==> src/design/mws_pkg.sv <==
// Shared types and constants for the multitrack wavetable sequencer.
package mws_pkg;

    // Datapath widths, sized for the largest sample rate supported
    localparam int DVD_W  = 37;   // divider dividend / quotient
    localparam int DVS_W  = 27;   // divider divisor / remainder
    localparam int DUR_W  = 27;   // note duration in ticks
    localparam int SPP_W  = 18;   // samples per wave period
    localparam int TICK_W = 32;
    localparam int ENV_W  = 16;
    localparam int POS_W  = 6;
    localparam int LEN_W  = 7;
    localparam int SMP_W  = 11;
    localparam int GAIN_W = 11;
    localparam int SUM_W  = 16;
    localparam int PROD_W = 22;

    localparam logic [1:0] OP_TICK   = 2'd0;
    localparam logic [1:0] OP_WRITE  = 2'd1;
    localparam logic [1:0] OP_REWIND = 2'd2;

    localparam logic [2:0] REG_ACTIVE = 3'd0;
    localparam logic [2:0] REG_MASK   = 3'd1;
    localparam logic [2:0] REG_PLAY   = 3'd2;
    localparam logic [2:0] REG_OCTAVE = 3'd3;
    localparam logic [2:0] REG_TEMPO  = 3'd4;

    localparam logic [9:0] TEMPO_RESET = 10'd226;

    localparam logic [10:0] SINE_ROM [32] = '{
        11'd1024, 11'd1055, 11'd1250, 11'd1436, 11'd1605, 11'd1753, 11'd1873, 11'd1959,
        11'd2010, 11'd2024, 11'd1998, 11'd1935, 11'd1838, 11'd1709, 11'd1553, 11'd1377,
        11'd1188, 11'd993,  11'd798,  11'd612,  11'd443,  11'd295,  11'd175,  11'd89,
        11'd38,   11'd24,   11'd50,   11'd113,  11'd210,  11'd339,  11'd495,  11'd671
    };

    typedef struct packed {
        logic             start;
        logic [DVD_W-1:0] dividend;
        logic [DVS_W-1:0] divisor;
    } div_req_t;

    typedef struct packed {
        logic             done;
        logic [DVD_W-1:0] quotient;
        logic [DVS_W-1:0] remainder;
    } div_rsp_t;

endpackage

==> src/design/mws_divider.sv <==
// Radix-2 restoring divider, one quotient bit per clock.
module mws_divider (
    input  logic              clk,
    input  logic              rst_n,
    input  mws_pkg::div_req_t req,
    output mws_pkg::div_rsp_t rsp
);
    import mws_pkg::*;

    localparam int CNT_W = $clog2(DVD_W + 1);

    logic             busy_reg;
    logic             done_reg;
    logic [CNT_W-1:0] cnt_reg;
    logic [DVD_W-1:0] dvd_reg;
    logic [DVS_W-1:0] dvs_reg;
    logic [DVS_W-1:0] rem_reg;
    logic [DVS_W:0]   shifted;
    logic [DVS_W+1:0] diff;

    assign shifted = {rem_reg, dvd_reg[DVD_W-1]};
    assign diff    = {1'b0, shifted} - {2'b00, dvs_reg};

    always_ff @(posedge clk or negedge rst_n)
    begin
        if (!rst_n)
        begin
            busy_reg <= 1'b0;
            done_reg <= 1'b0;
            cnt_reg  <= '0;
            dvd_reg  <= '0;
            dvs_reg  <= '0;
            rem_reg  <= '0;
        end
        else if (req.start)
        begin
            busy_reg <= 1'b1;
            done_reg <= 1'b0;
            cnt_reg  <= CNT_W'(DVD_W);
            dvd_reg  <= req.dividend;
            dvs_reg  <= req.divisor;
            rem_reg  <= '0;
        end
        else if (busy_reg)
        begin
            dvd_reg <= {dvd_reg[DVD_W-2:0], ~diff[DVS_W+1]};
            rem_reg <= diff[DVS_W+1] ? shifted[DVS_W-1:0] : diff[DVS_W-1:0];
            cnt_reg <= cnt_reg - 1'b1;
            if (cnt_reg == CNT_W'(1))
            begin
                busy_reg <= 1'b0;
                done_reg <= 1'b1;
            end
        end
        else
        begin
            done_reg <= 1'b0;
        end
    end

    assign rsp.done      = done_reg;
    assign rsp.quotient  = dvd_reg;
    assign rsp.remainder = rem_reg;

endmodule

==> config.mk <==
export PLATFORM = sky130hd
export DESIGN_NAME = mws_divider
export DESIGN_NICKNAME = d
export VERILOG_FILES = /design/src/design/mws_pkg.sv /design/src/design/mws_divider.sv
export SDC_FILE = /design/constraint.sdc
export NUM_CORES = 1
export LEC_CHECK = 0
export ABC_AREA = 1
export BUFFER_PORTS_ARGS = -buffer_cell sky130_fd_sc_hd__buf_2
export CAP_MARGIN = 20
export CORE_MARGIN = 3
export CORE_UTILIZATION = 50
export DETAILED_ROUTE_END_ITERATION = 8
export MAX_ROUTING_LAYER = met4
export PLACE_DENSITY = 0.74
export REMOVE_ABC_BUFFERS = 1
export SETUP_SLACK_MARGIN = 0.15
export SYNTH_ARGS = -nofsm -noshare
export SYNTH_HDL_FRONTEND = slang
export SYNTH_SLANG_ARGS = --single-unit
==> constraint.sdc <==
create_clock -name clk -period 3 [get_ports clk]
set_input_delay 0.3 -clock clk [delete_from_list [all_inputs] [get_ports clk]]
set_output_delay 0.3 -clock clk [all_outputs]
set_load 0.005 [all_outputs]
==> metrics.md, run 1 <==
| Metric | Value |
|---|---|
| Global routing met2 resource utilization | `39.2%` |
| Seq/Total Area, Yosys | `38.5%` |
| Leading cell type in the layout, fill and taps excluded | `sky130_fd_sc_hd__nand2_1` |
| Clock Sinks | `99` |
| Layout Skew | `0.00601 ns` |
| Area occupied by multi-input gates | `3200 sq um` |
| Post-synthesis average cell area | `6.80 sq um` |
| Cell types occupying the most area after synthesis | `sky130_fd_sc_hd__dfrtp_1, sky130_fd_sc_hd__nand2_1, sky130_fd_sc_hd__inv_1` |
| Ordered cell list for the critical path | `inv_1 -> ha_1 -> inv_1 -> fa_1 -> nand3_1 -> nand3_2 -> nand3_1 -> nand3b_4 -> nand2_4 -> nand2_8 -> nand2_4 -> nand2_1 -> nand2_1 -> nand2_1` |
| Sequential power share | `29.1%` |
| Initial antenna violation count | `0` |
| Cell count after synthesis | `946` |
| Detailed Route Iter0 Violations | `320` |
| Commonest non-fill, non-tap cells in the layout | `sky130_fd_sc_hd__nand2_1, sky130_fd_sc_hd__inv_1, sky130_fd_sc_hd__buf_2` |
| Die W | `119 microns` |
| DR WL/cell | `13.3 microns` |
| Share of async-settable or async-resettable flops after synthesis | `100%` |
| Clock latency of the later-clocked register in the worst-skew pair | `0.35 ns` |
| TritonCTS clock tree | `built` |
| FF/Latch Area | `2480 sq um` |
| CP arrival | `2.75 ns` |
| Half-perimeter wire length after detailed placement | `12600 microns` |
| Met1 Usage GRT | `33.4%` |
| Clock transition at the registers of the reported paths | `0.07 ns` |
| Synth top area share | `38.5%` |
| Area added between synthesis and finish | `17.9%` |
| Setup repair after global routing missed its margin | `no` |
| Number of global-route vias before repair | `6034` |
| Worst IR drop on VDD | `0.335 mV` |
| Endpoint kind of the worst setup timing path | `register` |
| Cell area after synthesis | `6430 sq um` |
| Total leakage power | `4.40 nW` |
| Remaining global-route overflow | `0` |
| Met3 usage | `5.22%` |
| Worst max-slew margin expressed relative to the limit | `54.2%` |
| Clock Root Buffer | `sky130_fd_sc_hd__clkbuf_16` |
| Count of fill cells added during filler insertion | `1181` |
| Clock buffers created by TritonCTS | `9` |
| Input/output buffers | `131` |
| Global router's overall resource usage | `25.1%` |
| Result of the run | `finished, violations left` |
| Row count | `40` |
| Length of the first detailed-routing pass in iterations | `5` |
| Layout cells sized above 1 | `16.1%` |
| Type of the worst min-delay path | `input port to asynchronous set/reset pin` |
| CP Class | `register to register` |
| Number of enable flip-flop cells after synthesis | `0` |
| Crit Path Max Fanout | `30` |
| Net switching power | `2.69 mW` |
| Fin Hold WS | `-0.0194 ns` |
| Worst path most repeated cell | `sky130_fd_sc_hd__nand2_1` |
| Final net count | `1165` |
| Total wire length | `16600 microns` |
| Placed Instances | `1225` |
| Final Max Tran Viols | `0` |
| Hold-fix buffer count after cts | `0` |
| Maximum root-to-sink buffer count | `2` |
| Via density | `4.93` |
| Routability congestion estimate from global placement | `0.940` |
| Count of inserted antenna diode cells | `0` |
| Power Density | `818 nW/um^2` |
| Antenna viol nets, final | `0` |
| Max capacitance violation total | `0` |
| Number of vias after detailed routing | `6112` |
| Worst-path cell with the longest stage delay | `sky130_fd_sc_hd__fa_1` |
| Final sum of negative setup slack | `0 ns` |
| Post-route fraction of the period consumed by the critical path | `83.3%` |
| Top Ports | `132` |
| Net Sw Frac | `43.3%` |
| Internal Dissipation | `3.52 mW` |
| Number of distinct library cell variants in the gate-level netlist after synthesis | `33` |
| Max stage delay on crit path | `0.44 ns` |
| Core Region | `12300 sq um` |
| Final-report hold violation count | `39` |
| Full die area | `14300 sq um` |
| Share of total power in combinational logic | `50.2%` |
| Remaining DRCs | `0` |
| Kind of start point of the critical path | `register` |
| Initial core utilization | `52.2%` |
| Number of flip-flops in the largest register | `37` |
| Die Height | `119 microns` |
| Number of levels in the clock H-tree | `3` |
| Largest net degree at the start of global routing | `57` |
| Core occupancy in the finished layout | `61.6%` |
| Failing checks | `hold timing` |
| Most Crowded Layer GR | `met2` |
| Relative contribution of the clock network to total power | `20.6%` |
| Most area-hungry cell type in the Yosys netlist | `sky130_fd_sc_hd__dfrtp_1` |
| Period minus WS final | `2.50 ns` |
| Fmax achieved | `0.400 GHz` |
| Global-route wire length before repair | `28600 microns` |
| Required arrival time at the worst endpoint | `3.25 ns` |
| Final instance count without filler cells | `1241` |
| Number of flip-flops and latches in the synthesized netlist | `99` |
| Slew at the pin closest to its max-slew limit | `0.687 ns` |
| Number of setup violations in the final report | `0` |
| Synth warn | `0` |
| Predominant post-synthesis flop cell | `sky130_fd_sc_hd__dfrtp_1` |
## stage by stage
| stage | hold WS [ns] | power (mW) | area, sq um | worst slack, ns |
|---|---|---|---|---|
| floorplan | 0.00441 | 4.01 | 6300 | 0.505 |
| global placement | 0.383 | 4.88 | 7250 | 0.522 |
| detailed placement | 0.385 | 4.92 | 7250 | 0.395 |
| CTS | 0.00722 | 6.22 | 7580 | 0.384 |
| global route | 0.0373 | 6.83 | 7580 | 0.260 |
| finish | -0.0194 | 6.20 | 7580 | 0.500 |
## critical path: cells and delay by family, from the launching register on
kind                     cells  cell delay (ns)
buffers and inverters        2             0.16
adder cells (fa/ha/maj)      2             0.59
flip-flops                   1             0.38
AND/OR/NAND/NOR             10             1.25
## Yosys cell counts (2+ instances only)
cell type and instances:
sky130_fd_sc_hd__a21oi_1 18, sky130_fd_sc_hd__buf_4 4, sky130_fd_sc_hd__clkbuf_1 22, sky130_fd_sc_hd__dfrtp_1 99
sky130_fd_sc_hd__ha_1 29, sky130_fd_sc_hd__inv_1 168, sky130_fd_sc_hd__inv_2 3, sky130_fd_sc_hd__nand2_1 375
sky130_fd_sc_hd__nand2_2 2, sky130_fd_sc_hd__nand2_4 3, sky130_fd_sc_hd__nand3_1 71, sky130_fd_sc_hd__nand3b_1 7
sky130_fd_sc_hd__nand4_1 5, sky130_fd_sc_hd__nor2_1 36, sky130_fd_sc_hd__nor2_2 6, sky130_fd_sc_hd__nor3_1 3
sky130_fd_sc_hd__o211ai_1 15, sky130_fd_sc_hd__o21ai_0 39, sky130_fd_sc_hd__o21ai_1 5, sky130_fd_sc_hd__o221ai_1 14
sky130_fd_sc_hd__xnor2_1 10
## kinds of logic after synthesis
family                     after synthesis  share of synthesized area [%]
AOI/OAI and AO/OA                       94                           8.95
and+or+nand+nor                        513                           33.2
adders and majority gates               30                           5.95
buffers and inverters                  200                           12.0
xor gates and xnor gates                10                           1.36
DFF                                     99                           38.5
## cell type report
class,instances,area share [%]
tap,168,2.77
inverter,172,8.51
timing repair buffer,139,9.63
sequential,99,32.7
multi-input combinational,647,42.1
clock inverter,5,1.09
clock buffer,11,3.20
## worst paths after layout
path,slack [ns],depth (start not counted),from,end
worst min-delay path,-0.02,1,rst_n,rem_reg[6]
min in group clk,0.15,3,req[20],dvs_reg[20]
worst max register to register,0.50,14,dvd_reg[36],rem_reg[18]
worst min register to register,0.49,2,dvs_reg[0],dvs_reg[0]
max in group asynchronous,2.33,2,rst_n,dvs_reg[15]
worst max-delay path,0.50,14,dvd_reg[36],rem_reg[18]
## power groups by stage
| stage | clock network (mW) | logic, mW | registers, mW |
|---|---|---|---|
| final | 1.28 | 3.12 | 1.81 |
| after global routing | 1.35 | 3.63 | 1.85 |
| after detailed placement | 0 | 3.09 | 1.83 |
| after global placement | 0 | 3.05 | 1.83 |
| after CTS | 1.30 | 3.11 | 1.81 |
| after floorplan | 0 | 2.19 | 1.81 |
## repair_timing
action / CTS / global route
setup endpoints to repair: 0 / 3
gates resized for setup: 0 / 1
buffers inserted: 0 / 0
## layer usage
| layer | vias up | share of wire (%) | wire, microns |
|---|---|---|---|
| met5 | - | 0 | 0 |
| met4 | 0 | 1.7 | 287 |
| met3 | 18 | 5.7 | 941 |
| met2 | 152 | 45 | 7510 |
| met1 | 2762 | 47 | 7820 |
| li1 | 3180 | - | - |
No activity file was read; power rests on OpenSTA's default activity.
==> run 2: changes to the inputs <==
clock period = 2.3 ns   (was 3 ns; I/O delays follow)
==> metrics.md, run 2 (same netlist as run 1, synthesis figures left out) <==
| Metric | Value |
|---|---|
| Endpoint kind of the worst setup timing path | `register` |
| Top Ports | `132 (unchanged)` |
| Antenna viol nets, final | `0 (unchanged)` |
| Kind of start point of the critical path | `register` |
| Length of the first detailed-routing pass in iterations | `5 (unchanged)` |
| Ordered cell list for the critical path | `inv_2 -> ha_4 -> inv_4 -> fa_2 -> nand3_2 -> nand3_2 -> nand3_2 -> nand3b_4 -> nand2_8 -> nand2_8 -> nand2_4 -> nand2_1 -> nand2_1 -> nand2_1` |
| DR WL/cell | `13.8 microns (+3.6%)` |
| Remaining DRCs | `0 (unchanged)` |
| CP Class | `register to register` |
| Final Max Tran Viols | `0 (unchanged)` |
| CP arrival | `2.31 ns (-0.44 ns)` |
| Power Density | `1090 nW/um^2 (+33%)` |
| Fmax achieved | `0.483 GHz (+21%)` |
| Full die area | `14300 sq um (unchanged)` |
| Global router's overall resource usage | `25.5% (+0.36 points)` |
| Clock Root Buffer | `sky130_fd_sc_hd__clkbuf_16` |
| Half-perimeter wire length after detailed placement | `12700 microns (+1.1%)` |
| Final-report hold violation count | `0 (-100%)` |
| Row count | `40 (unchanged)` |
| Clock Sinks | `99 (unchanged)` |
| Total leakage power | `4.57 nW (+3.9%)` |
| Result of the run | `complete, no violations` |
| Initial core utilization | `52.2% (unchanged)` |
| Worst path top cell family by delay | `simple AND/OR/NAND/NOR gates` |
| Final net count | `1189 (+2.1%)` |
| Number of vias after detailed routing | `6399 (+4.7%)` |
| Number of global-route vias before repair | `6084 (+0.83%)` |
| Type of the worst min-delay path | `input port to register` |
| Sum of internal, switching and leakage power | `8.86 mW (+43%)` |
| Die W | `119 microns (unchanged)` |
| Commonest non-fill, non-tap cells in the layout | `sky130_fd_sc_hd__nand2_1, sky130_fd_sc_hd__inv_1, sky130_fd_sc_hd__buf_2` |
| Remaining global-route overflow | `0 (unchanged)` |
| Buf/Inv on CP | `2 (unchanged)` |
| Clock transition at the registers of the reported paths | `0.07 ns (about the same)` |
| Final instance count without filler cells | `1266 (+2.0%)` |
| Number of setup violations in the final report | `0 (unchanged)` |
| Max stage delay on crit path | `0.39 ns (-0.05 ns)` |
| Final sum of negative setup slack | `0 ns (unchanged)` |
| Setup repair after global routing missed its margin | `yes` |
| Worst max-slew margin expressed relative to the limit | `61.0% (+6.9 points)` |
| Layout Skew | `0.00937 ns (+0.00336 ns)` |
| Worst IR drop on VDD | `0.537 mV (+60%)` |
| Global-route wire length before repair | `28900 microns (+1.0%)` |
| Required arrival time at the worst endpoint | `2.54 ns (-0.71 ns)` |
| Clock buffers created by TritonCTS | `9 (unchanged)` |
| Total wire length | `17500 microns (+5.7%)` |
| Input/output buffers | `131 (unchanged)` |
| Die Height | `119 microns (unchanged)` |
| Period minus WS final | `2.07 ns (-0.430 ns)` |
| Initial antenna violation count | `1 (+1)` |
| Crit Path Max Fanout | `8 (-73%)` |
| Max capacitance violation total | `0 (unchanged)` |
| Placed Instances | `1237 (+0.98%)` |
| Routability congestion estimate from global placement | `0.946 (+0.56%)` |
| Flop-to-flop setup slack | `0.23 ns (-0.27 ns)` |
| Leading cell type in the layout, fill and taps excluded | `sky130_fd_sc_hd__nand2_1` |
| TritonCTS clock tree | `built` |
| Slew at the pin closest to its max-slew limit | `0.585 ns (-0.102 ns)` |
| Detailed Route Iter0 Violations | `432 (+35%)` |
| Core Region | `12300 sq um (unchanged)` |
| Via density | `5.05 (+2.6%)` |
| Clock latency of the later-clocked register in the worst-skew pair | `0.36 ns (about the same)` |
| Fin Hold WS | `0.0816 ns (+0.101 ns)` |
| Area added between synthesis and finish | `26.2%` |
| Worst-path cell with the longest stage delay | `sky130_fd_sc_hd__dfrtp_1` |
| Number of flip-flops in the largest register | `37 (unchanged)` |
| Number of levels in the clock H-tree | `3 (unchanged)` |
| Largest net degree at the start of global routing | `65 (+14%)` |
| Maximum root-to-sink buffer count | `2 (unchanged)` |
| Layout cells sized above 1 | `22.2% (+6.0 points)` |
| Post-route fraction of the period consumed by the critical path | `90.0% (+6.7 points)` |
==> run 2: cell count changes in the layout (fill, tap and decap cells not counted), moves of 8 or more <==
cell / change
sky130_fd_sc_hd__nand2_1: -18
sky130_fd_sc_hd__o21ai_0: -8
sky130_fd_sc_hd__nand2_2: +16
sky130_fd_sc_hd__ha_1: -11
sky130_fd_sc_hd__buf_4: +14
sky130_fd_sc_hd__ha_4: +8
==> run 2: layer usage <==
layer,GRT usage [%],share of wire (%),up-vias
met3,5.70,6.7,26
met2,40.6,47,204
met4,7.37,1.7,0
met1,32.9,44,2944
met5,-,0,-
li1,-,-,3225
==> run 2: worst reg2reg max path, delay by kind of cell (launching register included) <==
| family | cells | cell delay, ns |
|---|---|---|
| simple gates | 10 | 0.97 |
| flops | 1 | 0.39 |
| buf+inv | 2 | 0.12 |
| fa+ha+maj | 2 | 0.50 |
==> run 2: area by class of cell <==
type / instances / area, sq um
Antenna cell: 1 / 2.50
Fill cell: 1130 / 4190
Tap cell: 168 / 210
Clock buffer: 10 / 239
Sequential cell: 99 / 2480
Timing Repair Buffer: 160 / 953
Inverter: 172 / 648
Clock inverter: 6 / 95.1
Multi-Input combinational cell: 650 / 3490
==> run 2: through the flow <==
stage / area (sq um) / util, % / setup WS, ns
after floorplan: 6300 / - / -0.195
after global placement: 7350 / 59.7 / 0.0714
after detailed placement: 7350 / 59.7 / 0.00584
after CTS: 7800 / 63.3 / 0.144
after global routing: 8120 / 65.9 / 0.115
final: 8120 / 65.9 / 0.230
==> run 2: worst paths after layout <==
kind                                  start     endpoint  cells after the start
worst min register to register   dvd_reg[4]   dvd_reg[5]                      2
worst max register to register  dvd_reg[36]  rem_reg[21]                     14
min in group asynchronous             rst_n   dvs_reg[7]                      2
worst min-delay path                req[38]  dvd_reg[11]                      3
worst max-delay path            dvd_reg[36]  rem_reg[21]                     14
max in group asynchronous             rst_n  dvs_reg[22]                      3
==> run 2: power breakdown <==
group | switching (mW) | internal, mW | total [mW]
Clock | 0.676 | 0.994 | 1.67
Combinational | 2.90 | 1.91 | 4.81
Sequential | 0.299 | 2.08 | 2.38
==> run 2: timing repair <==
item / CTS / global route
pin swaps: 3 / 27
endpoints found under the hold margin: 25 / 0
gates cloned: 1 / 3
hold buffers: 1 / 0
gates resized for setup: 11 / 62
setup endpoints to repair: 28 / 28
setup buffers: 3 / 4
==> run 3: changes to the inputs <==
GPL_ROUTABILITY_DRIVEN = 0   (was not set)
REMOVE_ABC_BUFFERS = not set   (was 1)
==> metrics.md, run 3 (same netlist as run 1, synthesis figures left out) <==
| Metric | Value |
|---|---|
| Slew at the pin closest to its max-slew limit | `0.540 ns (-0.0450 ns)` |
| Top Ports | `132 (unchanged)` |
| Layout cells sized above 1 | `21.6% (-0.51 points)` |
| Layout Skew | `0.0104 ns (+0.000991 ns)` |
| Clock buffers created by TritonCTS | `9 (unchanged)` |
| Capturing point of the worst reg2reg path | `rem_reg[12]` |
| Maximum root-to-sink buffer count | `2 (unchanged)` |
| Clock Root Buffer | `sky130_fd_sc_hd__clkbuf_16` |
| Row count | `40 (unchanged)` |
| Count of fill cells added during filler insertion | `1133 (+0.27%)` |
| FF/Latch Area | `2480 sq um (+0.10%)` |
| Antenna viol nets, final | `0 (unchanged)` |
| Share of total power in combinational logic | `55.3% (+1.0 points)` |
| Via density | `5.19 (+2.6%)` |
| Commonest non-fill, non-tap cells in the layout | `sky130_fd_sc_hd__nand2_1, sky130_fd_sc_hd__inv_1, sky130_fd_sc_hd__buf_2` |
| Initial core utilization | `52.2% (unchanged)` |
| Full die area | `14300 sq um (unchanged)` |
| CP arrival | `2.42 ns (+0.11 ns)` |
| Worst max-slew margin expressed relative to the limit | `64.0% (+3.0 points)` |
| Destination of the worst hold path | `dvs_reg[18]` |
| Number of flip-flops in the largest register | `37 (unchanged)` |
| Core Region | `12300 sq um (unchanged)` |
| Leading cell type in the layout, fill and taps excluded | `sky130_fd_sc_hd__nand2_1` |
| Buf/Inv on CP | `3 (+1)` |
| Max stage delay on crit path | `0.39 ns (about the same)` |
| Die W | `119 microns (unchanged)` |
| Post-route fraction of the period consumed by the critical path | `92.1% (+2.1 points)` |
| Worst IR drop on VDD | `0.428 mV (-20%)` |
| Length of the first detailed-routing pass in iterations | `5 (unchanged)` |
| Type of the worst min-delay path | `input port to register` |
| Sequential power share | `27.0% (about the same)` |
| Final sum of negative setup slack | `0 ns (unchanged)` |
| Result of the run | `complete, no violations` |
| Period minus WS final | `2.12 ns (+0.0489 ns)` |
| CP Class | `register to register` |
| Setup repair after global routing missed its margin | `yes` |
| Flop-to-flop setup slack | `0.18 ns (-0.05 ns)` |
| Final net count | `1192 (+0.25%)` |
| Area added between synthesis and finish | `25.6%` |
| Worst-path cell with the longest stage delay | `sky130_fd_sc_hd__dfrtp_1` |
| Remaining global-route overflow | `0 (unchanged)` |
| Clock latency of the later-clocked register in the worst-skew pair | `0.37 ns (about the same)` |
| Worst setup path startpoint | `dvd_reg[36]` |
| Number of vias after detailed routing | `6582 (+2.9%)` |
| DR WL/cell | `14.7 microns (+6.3%)` |
| Internal Dissipation | `4.89 mW (-1.8%)` |
| Required arrival time at the worst endpoint | `2.60 ns (+0.06 ns)` |
| Final Cell Area | `8080 sq um (-0.51%)` |
| Post-Synthesis Net Count | `1043` |
| Final Max Tran Viols | `0 (unchanged)` |
| Max capacitance violation total | `0 (unchanged)` |
| Number of global-route vias before repair | `6169 (+1.4%)` |
| Endpoint kind of the worst setup timing path | `register` |
| Clock Sinks | `99 (unchanged)` |
| TritonCTS clock tree | `built` |
| Crit Path Max Fanout | `7 (-1)` |
| Die Height | `119 microns (unchanged)` |
| Total wire length | `18600 microns (+6.5%)` |
| Net Sw Frac | `45.1% (+1.3 points)` |
| Power Density | `1100 nW/um^2 (+1.1%)` |
| Detailed Route Iter0 Violations | `477 (+10%)` |
| Ordered cell list for the critical path | `inv_2 -> ha_4 -> inv_2 -> fa_2 -> nand3_2 -> nand3_4 -> nand3_4 -> nand3b_4 -> nand2_8 -> nand2_8 -> clkbuf_16 -> nand2_1 -> nand3_1 -> nand2_1` |
| Global router's overall resource usage | `26.3% (+0.77 points)` |
| Instance area at placement | `7360 sq um (+0.10%)` |
| Remaining DRCs | `0 (unchanged)` |
| Startpoint of the most critical hold path | `req[18]` |
| Worst path top cell family by delay | `simple AND/OR/NAND/NOR gates` |
| Area occupied by multi-input gates | `3440 sq um (-1.5%)` |
| Fmax achieved | `0.472 GHz (-2.3%)` |
| Number of levels in the clock H-tree | `3 (unchanged)` |
| Half-perimeter wire length after detailed placement | `13400 microns (+4.9%)` |
| Relative contribution of the clock network to total power | `17.7% (-1.2 points)` |
| Worst setup slack before clock tree synthesis | `0.0833 ns (+0.0775 ns)` |
| Initial antenna violation count | `1 (unchanged)` |
| Reg-to-Reg Start | `dvd_reg[36]` |
| Final-report hold violation count | `0 (unchanged)` |
| Global-route wire length before repair | `29300 microns (+1.4%)` |
| Clock transition at the registers of the reported paths | `0.08 ns (about the same)` |
| Number of setup violations in the final report | `0 (unchanged)` |
| Count of cells along the worst register-to-register path | `14 (unchanged)` |
| Input/output buffers | `131 (unchanged)` |
| Net switching power | `4.01 mW (+3.6%)` |
| Fin Hold WS | `0.0652 ns (-0.0164 ns)` |
| Largest net degree at the start of global routing | `54 (-17%)` |
| Kind of start point of the critical path | `register` |
| Instance count along the most critical hold path | `3 (unchanged)` |
| Minimum setup slack in the final design | `0.181 ns (-0.0489 ns)` |
| Total leakage power | `4.53 nW (-0.85%)` |
run 3: cell count changes in the layout (fill, tap and decap cells not counted), sizes merged:
cell    change
bufinv      -2
buf         +5
inv         +2
clkbuf      -1
nand2       -2
clkinv      +1
run 3: cell type report:
class | count | area share (%)
multi-input cells | 648 | 42.6
clock buffers | 9 | 2.79
diodes | 1 | 0.0310
well taps | 168 | 2.60
flip-flops and latches | 99 | 30.7
clock inverters | 7 | 0.976
inverters | 172 | 7.99
repair buffers | 165 | 12.3
run 3: worst reg2reg max path: stages, from the launching register on:
cell and delay, ns:
sky130_fd_sc_hd__dfrtp_1 0.39, sky130_fd_sc_hd__inv_2 0.08, sky130_fd_sc_hd__ha_4 0.13, sky130_fd_sc_hd__inv_2 0.05, sky130_fd_sc_hd__fa_2 0.37, sky130_fd_sc_hd__nand3_2 0.10
sky130_fd_sc_hd__nand3_4 0.09, sky130_fd_sc_hd__nand3_4 0.08, sky130_fd_sc_hd__nand3b_4 0.12, sky130_fd_sc_hd__nand2_8 0.11, sky130_fd_sc_hd__nand2_8 0.10, sky130_fd_sc_hd__clkbuf_16 0.18
sky130_fd_sc_hd__nand2_1 0.08, sky130_fd_sc_hd__nand3_1 0.10, sky130_fd_sc_hd__nand2_1 0.07
run 3: routing by layer:
layer,up-vias,global-route usage [%],share of wire [%]
met5,-,-,0
met4,0,9.09,2.8
met3,50,4.70,7.7
met2,261,42.9,47
met1,3026,33.0,42
li1,3245,-,-
run 3: what timing repair did:
action,CTS,global route
hold buffers,1,0
cloned,0,2
setup endpoints to repair,26,28
pin swaps,2,7
gates resized for setup,11,49
buffers inserted,3,8
hold endpoints to repair,37,0
run 3: how the worst max path moves through the flow:
stage | to | slack [ns] | cells after the start
6_report | rem_reg[12] | 0.18 | 14
5_1_grt | rem_reg[12] | 0.09 | 13
4_1_cts | rem_reg[3] | 0.14 | 14
3_5_place_dp | rem_reg[3] | 0.08 | 14
3_3_place_gp | rem_reg[2] | 0.11 | 14
2_1_floorplan | rem_reg[19] | 0.17 | 15
run 3: stage by stage:
step	util, %	power [mW]	cells
6_report	65.6	8.91	1269
3_3_place_gp	59.8	6.53	1238
4_1_cts	63.1	8.35	1258
2_1_floorplan	-	5.34	946
5_1_grt	65.6	9.62	1269
3_5_place_dp	59.8	6.58	1238
run 3: power groups by stage:
stage / Combinational [mW] / Clock (mW) / Sequential, mW
after floorplan: 2.97 / 0 / 2.36
after global placement: 4.13 / 0 / 2.39
after detailed placement: 4.18 / 0 / 2.40
after CTS: 4.36 / 1.60 / 2.38
after global routing: 5.51 / 1.66 / 2.45
final: 4.92 / 1.57 / 2.41
